File: config.mk
export PLATFORM = sky130hd
export DESIGN_NAME = rate_limited_priority_dispatch
export DESIGN_NICKNAME = d
export VERILOG_FILES = /design/src/sv/rlpd_pkg.sv /design/src/sv/rlpd_ram.sv /design/src/sv/rlpd_scan.sv /design/src/sv/rate_limited_priority_dispatch.sv
export SDC_FILE = /design/constraint.sdc
export NUM_CORES = 1
export LEC_CHECK = 0
export ABC_AREA = 1
export BUFFER_PORTS_ARGS = -buffer_cell sky130_fd_sc_hd__buf_2
export CELL_PAD_IN_SITES_DETAIL_PLACEMENT = 2
export CELL_PAD_IN_SITES_GLOBAL_PLACEMENT = 2
export CORE_UTILIZATION = 46
export DETAILED_ROUTE_END_ITERATION = 6
export PLACE_DENSITY_LB_ADDON = 0.12
export SYNTH_ARGS = -nofsm -noshare
export SYNTH_HDL_FRONTEND = slang
export SYNTH_SLANG_ARGS = --single-unit
export TNS_END_PERCENT = 100
File: constraint.sdc
create_clock -name clk -period 14.21 [get_ports clk]
set_clock_uncertainty 0.1 [all_clocks]
set_input_delay 2.1315 -clock clk [delete_from_list [all_inputs] [get_ports clk]]
set_output_delay 2.1315 -clock clk [all_outputs]
set_load 0.005 [all_outputs]
File: src/sv/rlpd_pkg.sv
// rlpd_pkg: types, constants and helpers shared by the rate limited dispatch block
// no dependencies; imported by rlpd_ram users, rlpd_scan and the top level

package rlpd_pkg;

  localparam int QueueDepthDefault = 16;
  localparam int PriorityLevels    = 4;
  localparam logic [6:0] ResetRate = 7'd3;

  localparam logic MODE_ENQUEUE  = 1'b0;
  localparam logic MODE_DISPATCH = 1'b1;

  localparam logic STATUS_SENT     = 1'b0;
  localparam logic STATUS_REJECTED = 1'b1;

  // one input item
  typedef struct packed {
    logic        mode;
    logic [15:0] request_id;
    logic [1:0]  priority_req;
    logic [31:0] now_second;
  } cmd_t;

  // one result item
  typedef struct packed {
    logic        status;
    logic [15:0] out_request_id;
    logic [1:0]  out_priority;
    logic [4:0]  remaining;
    logic        last;
  } result_t;

  // one stored queue entry
  typedef struct packed {
    logic [15:0] id;
    logic [1:0]  pri;
    logic [31:0] age;
  } entry_t;

  // scan unit control from the sequencer
  typedef struct packed {
    logic clear;
    logic step;
  } scan_ctl_t;

  // clamp a priority to the top level
  function automatic logic [1:0] sat_priority(input logic [1:0] pri);
    logic [1:0] res;
    res = pri;
    if (int'(pri) > PriorityLevels - 1) begin
      res = 2'(PriorityLevels - 1);
    end
    return res;
  endfunction

endpackage

File: src/sv/rlpd_ram.sv
// rlpd_ram: generic single write port, single read port ram with registered read
// no dependencies

module rlpd_ram #(
  parameter int WIDTH = 8,
  parameter int DEPTH = 16
) (
  input  logic                     clk,
  input  logic                     we,
  input  logic [$clog2(DEPTH)-1:0] waddr,
  input  logic [WIDTH-1:0]         wdata,
  input  logic [$clog2(DEPTH)-1:0] raddr,
  output logic [WIDTH-1:0]         rdata
);

  logic [WIDTH-1:0] mem [DEPTH];

  // write port and registered read port
  always_ff @(posedge clk) begin
    if (we) begin
      mem[waddr] <= wdata;
    end
    rdata <= mem[raddr];
  end

endmodule

File: src/sv/rlpd_scan.sv
// rlpd_scan: shared compare unit, keeps the best entry seen during one queue sweep
// depends on rlpd_pkg

module rlpd_scan #(
  parameter int DEPTH = 16
) (
  input  logic                      clk,
  input  logic                      rst,
  input  rlpd_pkg::scan_ctl_t       ctl,
  input  logic                      cand_valid,
  input  rlpd_pkg::entry_t          cand,
  input  logic [$clog2(DEPTH)-1:0]  cand_slot,
  input  logic [31:0]               counter,
  output rlpd_pkg::entry_t          best,
  output logic [$clog2(DEPTH)-1:0]  best_slot
);
  import rlpd_pkg::*;

  logic        has_best;
  logic [31:0] best_wait;
  logic [31:0] cand_wait;
  logic        better;

  // older entries have a larger distance from the enqueue counter
  assign cand_wait = counter - cand.age;
  assign better = cand_valid &&
                  (!has_best || (cand.pri > best.pri) ||
                   ((cand.pri == best.pri) && (cand_wait > best_wait)));

  always_ff @(posedge clk) begin
    if (rst || ctl.clear) begin
      has_best <= 1'b0;
    end else if (ctl.step && better) begin
      has_best  <= 1'b1;
      best      <= cand;
      best_wait <= cand_wait;
      best_slot <= cand_slot;
    end
  end

endmodule

File: src/sv/rate_limited_priority_dispatch.sv
// rate_limited_priority_dispatch: top level, sequencer, slot state and result register
// depends on rlpd_pkg, rlpd_ram and rlpd_scan
//
// Usage: an item (cmd) is accepted on a clock edge with start high and busy low.
// mode enqueue stores request_id and priority_req in the first free slot; the
// slot search walks the valid bits one per cycle. A full queue gives one
// rejected result with last set. mode dispatch compares now_second with the
// open window in the accept cycle, opens a new window with the full
// max_per_second budget if it differs, and sends up to the unused budget.
// Each sent request costs one sweep of the shared compare unit over all slots
// through the registered entry ram, in S_SCAN and S_LAST, and its result is
// sent from S_EMIT. A dispatch with nothing to send gives no result. Results
// appear on result for one cycle with strobe high; the receiver cannot stall
// them. cfg_we writes max_per_second; the user must write it only while the
// block is idle, and the block itself does not enforce this. Reset (rst,
// synchronous) empties the queue, zeroes the enqueue counter and window, and
// restores max_per_second to 3.

module rate_limited_priority_dispatch #(
  parameter int QUEUE_DEPTH = rlpd_pkg::QueueDepthDefault
) (
  input  logic              clk,
  input  logic              rst,
  input  logic              start,
  output logic              busy,
  input  rlpd_pkg::cmd_t    cmd,
  output rlpd_pkg::result_t result,
  output logic              strobe,
  input  logic              cfg_we,
  input  logic [6:0]        cfg_data
);
  import rlpd_pkg::*;

  localparam int AW = $clog2(QUEUE_DEPTH);
  localparam int CW = $clog2(QUEUE_DEPTH + 1);
  localparam logic [AW-1:0] LastSlot = AW'(QUEUE_DEPTH - 1);

  typedef enum logic [2:0] {
    S_IDLE,
    S_ENQ,
    S_SCAN,
    S_LAST,
    S_EMIT
  } state_t;

  state_t state;
  logic [AW-1:0]          idx;
  logic                   cand_live;
  logic [AW-1:0]          cand_slot;
  logic [QUEUE_DEPTH-1:0] valid;
  logic [31:0]            counter;
  logic [CW-1:0]          count;
  logic [31:0]            window_second;
  logic [6:0]             window_used;
  logic [6:0]             max_per_second;
  logic [6:0]             left;
  logic [15:0]            req_id;
  logic [1:0]             req_pri;

  logic      ram_we;
  entry_t    ram_wdata;
  entry_t    ram_rdata;
  scan_ctl_t scan_ctl;
  entry_t    best;
  logic [AW-1:0] best_slot;

  logic [6:0] waiting;
  logic [6:0] avail;
  logic [6:0] send_n;
  logic [CW-1:0] count_dec;

  assign busy = (state != S_IDLE);

  // budget for a dispatch item, worked out in its accept cycle
  assign waiting = 7'(count);
  always_comb begin
    if (cmd.now_second == window_second) begin
      avail = (max_per_second > window_used) ? (max_per_second - window_used) : 7'd0;
    end else begin
      avail = max_per_second;
    end
    send_n = (avail > waiting) ? waiting : avail;
  end

  assign count_dec = count - CW'(1);

  // entry store
  assign ram_we    = (state == S_ENQ) && !valid[idx];
  assign ram_wdata = '{id: req_id, pri: req_pri, age: counter};

  rlpd_ram #(
    .WIDTH($bits(entry_t)),
    .DEPTH(QUEUE_DEPTH)
  ) u_ram (
    .clk  (clk),
    .we   (ram_we),
    .waddr(idx),
    .wdata(ram_wdata),
    .raddr(idx),
    .rdata(ram_rdata)
  );

  // shared compare unit
  always_comb begin
    scan_ctl.step  = cand_live;
    scan_ctl.clear = ((state == S_IDLE) && start && (cmd.mode == MODE_DISPATCH)) ||
                     (state == S_EMIT);
  end

  rlpd_scan #(
    .DEPTH(QUEUE_DEPTH)
  ) u_scan (
    .clk       (clk),
    .rst       (rst),
    .ctl       (scan_ctl),
    .cand_valid(valid[cand_slot]),
    .cand      (ram_rdata),
    .cand_slot (cand_slot),
    .counter   (counter),
    .best      (best),
    .best_slot (best_slot)
  );

  // sequencer, slot state and result register
  always_ff @(posedge clk) begin
    if (rst) begin
      state          <= S_IDLE;
      idx            <= '0;
      cand_live      <= 1'b0;
      valid          <= '0;
      counter        <= '0;
      count          <= '0;
      window_second  <= '0;
      window_used    <= '0;
      max_per_second <= ResetRate;
      left           <= '0;
      strobe         <= 1'b0;
    end else begin
      strobe    <= 1'b0;
      cand_live <= (state == S_SCAN);
      cand_slot <= idx;
      if (cfg_we) begin
        max_per_second <= cfg_data;
      end
      case (state)
        S_IDLE: begin
          idx <= '0;
          if (start) begin
            if (cmd.mode == MODE_ENQUEUE) begin
              req_id  <= cmd.request_id;
              req_pri <= sat_priority(cmd.priority_req);
              state   <= S_ENQ;
            end else begin
              if (cmd.now_second == window_second) begin
                window_used <= window_used + send_n;
              end else begin
                window_second <= cmd.now_second;
                window_used   <= send_n;
              end
              left <= send_n;
              if (send_n != 7'd0) begin
                state <= S_SCAN;
              end
            end
          end
        end
        S_ENQ: begin
          if (!valid[idx]) begin
            valid[idx] <= 1'b1;
            counter    <= counter + 32'd1;
            count      <= count + CW'(1);
            state      <= S_IDLE;
          end else if (idx == LastSlot) begin
            result.status         <= STATUS_REJECTED;
            result.out_request_id <= req_id;
            result.out_priority   <= req_pri;
            result.remaining      <= 5'(count);
            result.last           <= 1'b1;
            strobe                <= 1'b1;
            state                 <= S_IDLE;
          end else begin
            idx <= idx + AW'(1);
          end
        end
        S_SCAN: begin
          if (idx == LastSlot) begin
            state <= S_LAST;
          end else begin
            idx <= idx + AW'(1);
          end
        end
        S_LAST: begin
          state <= S_EMIT;
        end
        S_EMIT: begin
          valid[best_slot]      <= 1'b0;
          count                 <= count_dec;
          left                  <= left - 7'd1;
          result.status         <= STATUS_SENT;
          result.out_request_id <= best.id;
          result.out_priority   <= best.pri;
          result.remaining      <= 5'(count_dec);
          result.last           <= (left == 7'd1);
          strobe                <= 1'b1;
          idx                   <= '0;
          state                 <= (left == 7'd1) ? S_IDLE : S_SCAN;
        end
        default: begin
          state <= S_IDLE;
        end
      endcase
    end
  end

  // occupancy count tracks the valid bits
  assert property (@(posedge clk) disable iff (rst) $countones(valid) == int'(count))
    else $error("occupancy count out of step with valid bits");

  // the entry picked for sending is a live one
  assert property (@(posedge clk) disable iff (rst) (state == S_EMIT) |-> valid[best_slot])
    else $error("dispatch picked an empty slot");

  // every finished sweep puts out a sent result
  assert property (@(posedge clk) disable iff (rst)
    (state == S_EMIT) |=> strobe && (result.status == STATUS_SENT))
    else $error("sweep finished without a sent result");

  // the window never spends past its budget unless the budget was lowered
  assert property (@(posedge clk) disable iff (rst)
    (state == S_IDLE) && start && (cmd.mode == MODE_DISPATCH) && !cfg_we |=>
      (window_used <= $past(max_per_second)) || (window_used == $past(window_used)))
    else $error("window budget overrun");

endmodule

==> results of run 1 <==
-- per-stage QoR --
stage / std cells / setup slack, ps / instance area, µm²
after CTS: 5417 / 7620 / 50300
after floorplan: 3984 / 8400 / 44500
after global routing: 5417 / 7220 / 50300
final: 5418 / 7700 / 50300
after detailed placement: 5206 / 7480 / 46400
after global placement: 5206 / 7760 / 46400
-- logic make-up after synthesis --
logic type                 synth area share, %
adders and majority gates                 2.78
and+or+nand+nor                           12.5
xor gates and xnor gates                  1.04
buffers and inverters                     3.93
DFF                                       68.2
AOI/OAI and AO/OA                         11.5
other                                  0.00842
-- cell type report --
| class | instances | area [µm²] | share of cell area (%) |
|---|---|---|---|
| clock buffers | 160 | 3190 | 6.34 |
| flip-flops and latches | 1067 | 30400 | 60.4 |
| repair buffers | 141 | 863 | 1.72 |
| inverters | 278 | 1060 | 2.10 |
| clock inverters | 51 | 653 | 1.30 |
| multi-input cells | 2455 | 12500 | 24.9 |
| diodes | 1 | 2.50 | 0.00498 |
| well taps | 1265 | 1580 | 3.15 |
-- worst max-delay path: cells and delay by family (launching register included) --
family | cells | cell delay [ps]
flip-flops | 1 | 750
AND/OR/NAND/NOR | 12 | 1570
buffers and inverters | 2 | 1110
adder cells (fa/ha/maj) | 2 | 730
AO/OA/AOI/OAI | 6 | 1610
XOR/XNOR | 1 | 190
-- flip-flops by register name, summed over array words and instances (netlist names), 16 cells and up --
register	flops
counter	32
req_id	16
result	25
u_ram.mem	800
u_ram.rdata	50
u_scan.best	18
u_scan.best_wait	32
valid	16
window_second	32
-- routing by layer --
metal / track usage, % / vias to the layer above / share of wire, %
met1: 40.7 / 17200 / 39
met2: 59.0 / 1274 / 51
li1: - / 14200 / -
met4: 13.2 / 2 / 3.7
met3: 4.70 / 403 / 5.9
met5: 0 / - / 0.0043
-- cells in the final DEF (no fill, tap or decap), types with 7 or more instances in the layout --
cell,n
xor2_1,27
o21bai_1,7
o21ai_0,515
buf_4,51
clkbuf_16,114
nand3_1,52
nor3b_1,7
nand4_1,63
xnor2_1,26
clkbuf_8,16
nor2_1,564
a31oi_1,18
edfxtp_1,901
clkinv_1,7
clkbuf_1,30
nor3_1,38
o21a_1,15
inv_1,272
a21oi_1,145
ha_1,94
buf_2,88
nand2_1,592
bufinv_16,14
clkinv_2,24
nor3_2,17
dfxtp_1,164
nor2_4,12
o22ai_1,202
-- power breakdown --
| group | switching, mW | total [mW] | leakage (nW) | internal, mW |
|---|---|---|---|---|
| logic | 1.24 | 1.74 | 6.70 | 0.494 |
| registers | 0.160 | 3.79 | 9.47 | 3.63 |
| clock network | 1.32 | 3.13 | 1.88 | 1.81 |
-- how the worst max path moves through the flow --
stage / start / endpoint / slack (ps)
6_report: counter[3] / u_scan.best[39] / 7700
5_1_grt: counter[4] / u_scan.best[48] / 7220
4_1_cts: counter[4] / u_scan.best[43] / 7620
3_5_place_dp: cmd[18] / window_used[6] / 7480
3_3_place_gp: cmd[18] / window_used[6] / 7760
2_1_floorplan: idx[0] / u_ram.mem[0][0] / 8400
==> impl_metrics.toml, run 1 <==
[clock_tree]
numCtsBuffers = 113
cts_resized = 0
cts.sinks = 1067
clk_latency_ps = 720
cts_setup_buffers = 0
clock_path_buffers = 3
root_buffer = "clkbuf_16"
h-tree-depth = 3
cts_hold_buf = 0
cts.clk_slew.worst_paths_ps = 70
cts_tree = "done"

[routing]
drc = 0
wirelength_um = 163000
viasPerCell = 6.11
drt_iter0_markers = 2978
vias = 33100
antenna_left = 0
first_pass_iters = 5
routedWlPerCell_um = 30.1

[critical_path]
crit_top_cell = "nand2_1"
crit_chain = "ha_1 -> a21oi_1 -> o21ai_0 -> a21oi_1 -> o21bai_1 -> nand2_1 -> nand2_1 -> nand2_1 -> nand2_1 -> a21boi_0 -> o21ai_0 -> xor2_1 -> ha_1 -> nand4_1 -> or3_1 -> nor4_1 -> nand2_1 -> nand2_1 -> nand2_1 -> nand2_1 -> nand2_1 -> inv_2 -> buf_4"
crit_path_end_kind = "flop"
rr_worst_depth = 23
required_ps = 14450
cp-start-kind = "flop"
cpPeakStageDelay_ps = 750
crit_slowest_cell = "dfxtp_1"
cp_max_fo = 30
worstSetupPathType = "reg -> reg"
worstReg2RegEnd = "u_scan.best[39]"
reg2reg_slack_ps = 7700
worstReg2RegStart = "counter[3]"
crit_arrival_ps = 6740

[min_path]
hp-start = "u_ram.rdata[39]"
holdPathStages = 0
holdPathEnd = "u_scan.best[39]"
hp-class = "reg -> reg"

[yosys]
yosysMostFrequentCell = "edfxtp_1"
yosysTopAreaCell = "edfxtp_1"
yosysWarnings = 0
netlist_instances = 3984
synth_edf_count = 901
async_flop_share_pct = 0
synth_area_um2 = 44500
synth_top_area_share_pct = 60.8
synth_common_cells = "901 x edfxtp_1, 592 x nand2_1, 570 x nor2_1, 515 x o21ai_0, 273 x inv_1"
synth_flop_cell = "edfxtp_1"
synth_nets = 4143
synth_area_leaders = "edfxtp_1 61%, dfxtp_1 7.5%, o21ai_0 5.8%"
synthDistinctLibCells = 53
synth_seq_cells = 1067
synth.yosys.seq_area_share_pct = 68.2
syn_avg_cell_area_um2 = 11.2

[timing]
period_share_pct = 45.8
fmax_ghz = 0.154
tns_ps = 0
setup_viol = 0
tightest_slew_ps = 1220
slew_viol_final = 0
fin_crit_ps = 6510
hold_slack_ps = 309
maxSlewHeadroom_pct = 18.3
rsz0062_at_grt = "no"
finalHoldViolations = 0

[global_route]
grt_max_degree = 219
grt_remaining_overflow = 0
grt_pass1_wl_um = 241000
antenna_found_initial = 1
gr-usage-all-layers_pct = 33.2
first_global_vias = 36800

[cells_and_area]
syn2layout_area_growth_pct = 12.9
postLayoutCoreUtil_pct = 52.7
nets = 4215
drive_gt1_share_pct = 8.82
fill_cells = 9275

[placed_design]
dp.final_hpwl_um = 86800
place_congestion = 0.816
port_buffers = 88

[floorplan]
die_h_um = 313
dieArea_um2 = 98000
core_um2 = 95400
die_x_um = 313
io_pins = 89
initial_core_util_pct = 46.7
num_rows = 113

[power_and_ir_drop]
finalPower_mw = 8.66
p_leak_nw = 18.1
ir_worst_vdd_v = 0.000132
powerDensity_nw_per_um2 = 172

[outcome]
status = "completed"

[run]
cap_violations = 0
No activity file was read; power rests on OpenSTA's default activity.
==> run 2: changes to the inputs <==
- ABC_AREA: 1 -> 0
- CORE_UTILIZATION: 46 -> 43
- clock period: 14.21 -> 5.5 ns (I/O delays scaled with it)
==> run 2 against run 1 <==
Net effect:
- cell count decreased by 26%
- highest routed layer is now met4
- combinational power grew 110%
- clock-buffer cell count fell by 3
- register-to-register slack got worse by 7400 ps
- hold slack got worse by 130 ps
- critical path depth decreased by 1
- routed wire length down 27%
- synthesized cell count shrank 39%
- die area is 3.2% higher
- largest cell class unchanged
- total power increased by 140%
==> impl_metrics.toml, run 2 <==
[outcome]
status = "completed"

[timing]
period_share_pct = 94.7
finalHoldViolations = 0
setup_ws_ps = 291
maxSlewHeadroom_pct = 17.8
fin_crit_ps = 5210
tightest_slew_ps = 1230
fmax_ghz = 0.192
slew_viol_final = 0
setup_viol = 0

[clock_tree]
cts.sinks = 1067
h-tree-depth = 3
cts_hold_buf = 0
clock_path_buffers = 3
cts.clk_slew.worst_paths_ps = 60
clk_latency_ps = 720
root_buffer = "clkbuf_16"
cts_tree = "done"
numCtsBuffers = 112

[routing]
drt_iter0_markers = 1566
drc = 0
viasPerCell = 5.75
vias = 23100
routedWlPerCell_um = 29.6
first_pass_iters = 6
antenna_left = 0
wirelength_um = 119000

[yosys]
synth_flop_cell = "edfxtp_1"
async_flop_share_pct = 0
yosysTopAreaCell = "edfxtp_1"
synth.yosys.seq_area_share_pct = 70.7
netlist_instances = 2425
synthDistinctLibCells = 61
synth_area_leaders = "edfxtp_1 63%, mux4_2 14%, dfxtp_1 7.7%"
synth_common_cells = "901 x edfxtp_1, 260 x mux4_2, 172 x nand2_1, 166 x dfxtp_1, 104 x nor2_1"
synth_seq_cells = 1067
syn_avg_cell_area_um2 = 17.7
synth_nets = 2584
yosysWarnings = 0
synth_top_area_share_pct = 63.0
synth_area_um2 = 42900
synth_edf_count = 901
yosysMostFrequentCell = "edfxtp_1"

[placed_design]
place_area_um2 = 45700
dpl_worst_slack_ps = -458
port_buffers = 88
place_congestion = 0.822
dp.final_hpwl_um = 69200
dp.cells = 3796

[cells_and_area]
fin_cells = 4014
final_area_um2 = 49600
drive_gt1_share_pct = 25.3
largest_reg_flops = 800
layout_commonest_cell = "edfxtp_1"
top_register = "u_ram.mem"
top_regs = "u_ram.mem (800), u_ram.rdata (50)"
fill_cells = 8772
final_cell_mix = "901 x edfxtp_1, 260 x mux4_2, 172 x nand2_1"
nets = 2787
syn2layout_area_growth_pct = 15.5

[run]
cap_violations = 0

[power_and_ir_drop]
p_sw_mw = 5.44
p_leak_nw = 16.8
seq_power_share_pct = 45.5
ir_worst_vdd_v = 0.000362
pwr-share-clk_pct = 37.3
p_int_mw = 15.4
combPwrFrac_pct = 17.2
powerDensity_nw_per_um2 = 420
swShare_pct = 26.1

[critical_path]
cpPeakStageDelay_ps = 400
required_ps = 5830
crit_chain = "inv_1 -> ha_1 -> o211ai_1 -> a21oi_2 -> o31a_1 -> a221o_1 -> a211oi_2 -> buf_4 -> o211ai_1 -> a41oi_2 -> mux2i_1 -> and3b_1 -> ha_1 -> nand4_1 -> nor4_2 -> buf_4 -> nand2_1 -> nor4_2 -> nor4_1 -> nand3_1 -> a31oi_4 -> buf_12"
crit_arrival_ps = 5540
cp-start-kind = "flop"
cp_max_fo = 22
reg2reg_slack_ps = 290
crit_path_start = "u_ram.rdata[2]"
worstSetupPathType = "reg -> reg"
worstReg2RegStart = "u_ram.rdata[2]"
crit_slowest_cell = "a221o_1"
crit_path_end_kind = "flop"
rr_worst_depth = 22
worstReg2RegEnd = "u_scan.best[46]"
critPathCapture = "u_scan.best[46]"

[min_path]
hp-class = "in -> reg"
hp-start = "cmd[41]"
holdPathStages = 1

[global_route]
grt_remaining_overflow = 0
grt_max_degree = 118
gr-usage-all-layers_pct = 23.7
grt_pass1_wl_um = 174000
first_global_vias = 25700
antenna_found_initial = 4

[floorplan]
core_um2 = 98700
initial_core_util_pct = 43.5
die_h_um = 318
dieArea_um2 = 101000
die_x_um = 318
io_pins = 89
num_rows = 115
run 2: cell count changes after synthesis, sizes merged, moves of 22 or more:
| cell | previous run | this run |
|---|---|---|
| inv | 274 | 99 |
| nor3 | 56 | 24 |
| a21o | 3 | 33 |
| xnor2 | 26 | 61 |
| nand4 | 63 | 31 |
| nand2 | 596 | 172 |
| a21oi | 146 | 74 |
| clkbuf | 170 | 79 |
| o22ai | 202 | 2 |
| mux4 | 0 | 260 |
| nand3 | 53 | 18 |
| o21ai | 517 | 37 |
| nor2 | 577 | 104 |
| a211oi | 3 | 25 |
run 2: metal layers:
metal	global-route usage, %	share of wire, %	vias to the layer above
met2	40.7	51	576
met4	6.21	2.2	0
met1	31.5	43	12400
met3	3.43	4.3	178
li1	-	-	9936
met5	0	0	-
run 2: worst max-delay path, delay by kind of cell (launching register included):
kind	cells	cell delay (ps)
buf+inv	4	590
compound gates	8	1750
fa+ha+maj	2	600
flops	1	320
mux	1	220
simple gates	7	1350
run 2: what timing repair did:
item | 4_1_cts | 5_1_grt
endpoints found under the setup margin | 57 | 58
resized for setup | 5 | 29
setup buffers | 0 | 5
pin swaps | 1 | 9
endpoints found under the hold margin | 0 | 0
run 2: stage by stage:
step | power [mW] | hold WS, ps | utilization [%] | TNS, ps
after floorplan | 12.1 | 286 | - | 0
after global placement | 13.0 | 287 | 46.3 | -316
after detailed placement | 13.2 | 291 | 46.3 | -1330
after CTS | 21.1 | 117 | 50.1 | 0
after global routing | 21.6 | 140 | 50.3 | -39.2
final | 20.8 | 181 | 50.3 | 0
run 2: worst min path at each step:
stage	endpoint
floorplan	u_scan.best[34]
global placement	u_scan.best[39]
detailed placement	u_scan.best[46]
CTS	req_id[7]
global route	req_id[7]
finish	req_id[7]
run 2: area by class of cell:
cell class	instances	area [µm²]	share of cell area, %
sequential	1067	30400	61.3
multi-input combinational	1159	12000	24.3
clock buffer	157	3110	6.27
tap	1287	1610	3.25
timing repair buffer	189	1410	2.85
clock inverter	55	673	1.36
inverter	99	372	0.749
antenna	1	2.50	0.00504
run 2: cell families (layout without fill, tap and decap cells):
kind of cell             Yosys count  after routing  share of synthesized area (%)
flip-flops                      1067           1067                           70.7
AND/OR/NAND/NOR                  443            443                           4.85
multiplexers                     279            279                           14.1
AO/OA/AOI/OAI                    233            233                           3.51
buffers and inverters            199            500                           1.76
XOR/XNOR                         106            106                           2.16
adder cells (fa/ha/maj)           97             97                           2.88
other                              1              2                        0.00873
run 2: power groups by stage:
stage / clock network (mW) / logic, mW / registers (mW)
after floorplan: 0 / 2.58 / 9.51
after global placement: 0 / 3.42 / 9.63
after detailed placement: 0 / 3.56 / 9.66
after CTS: 7.95 / 3.62 / 9.50
after global routing: 8.18 / 3.92 / 9.53
final: 7.77 / 3.58 / 9.49
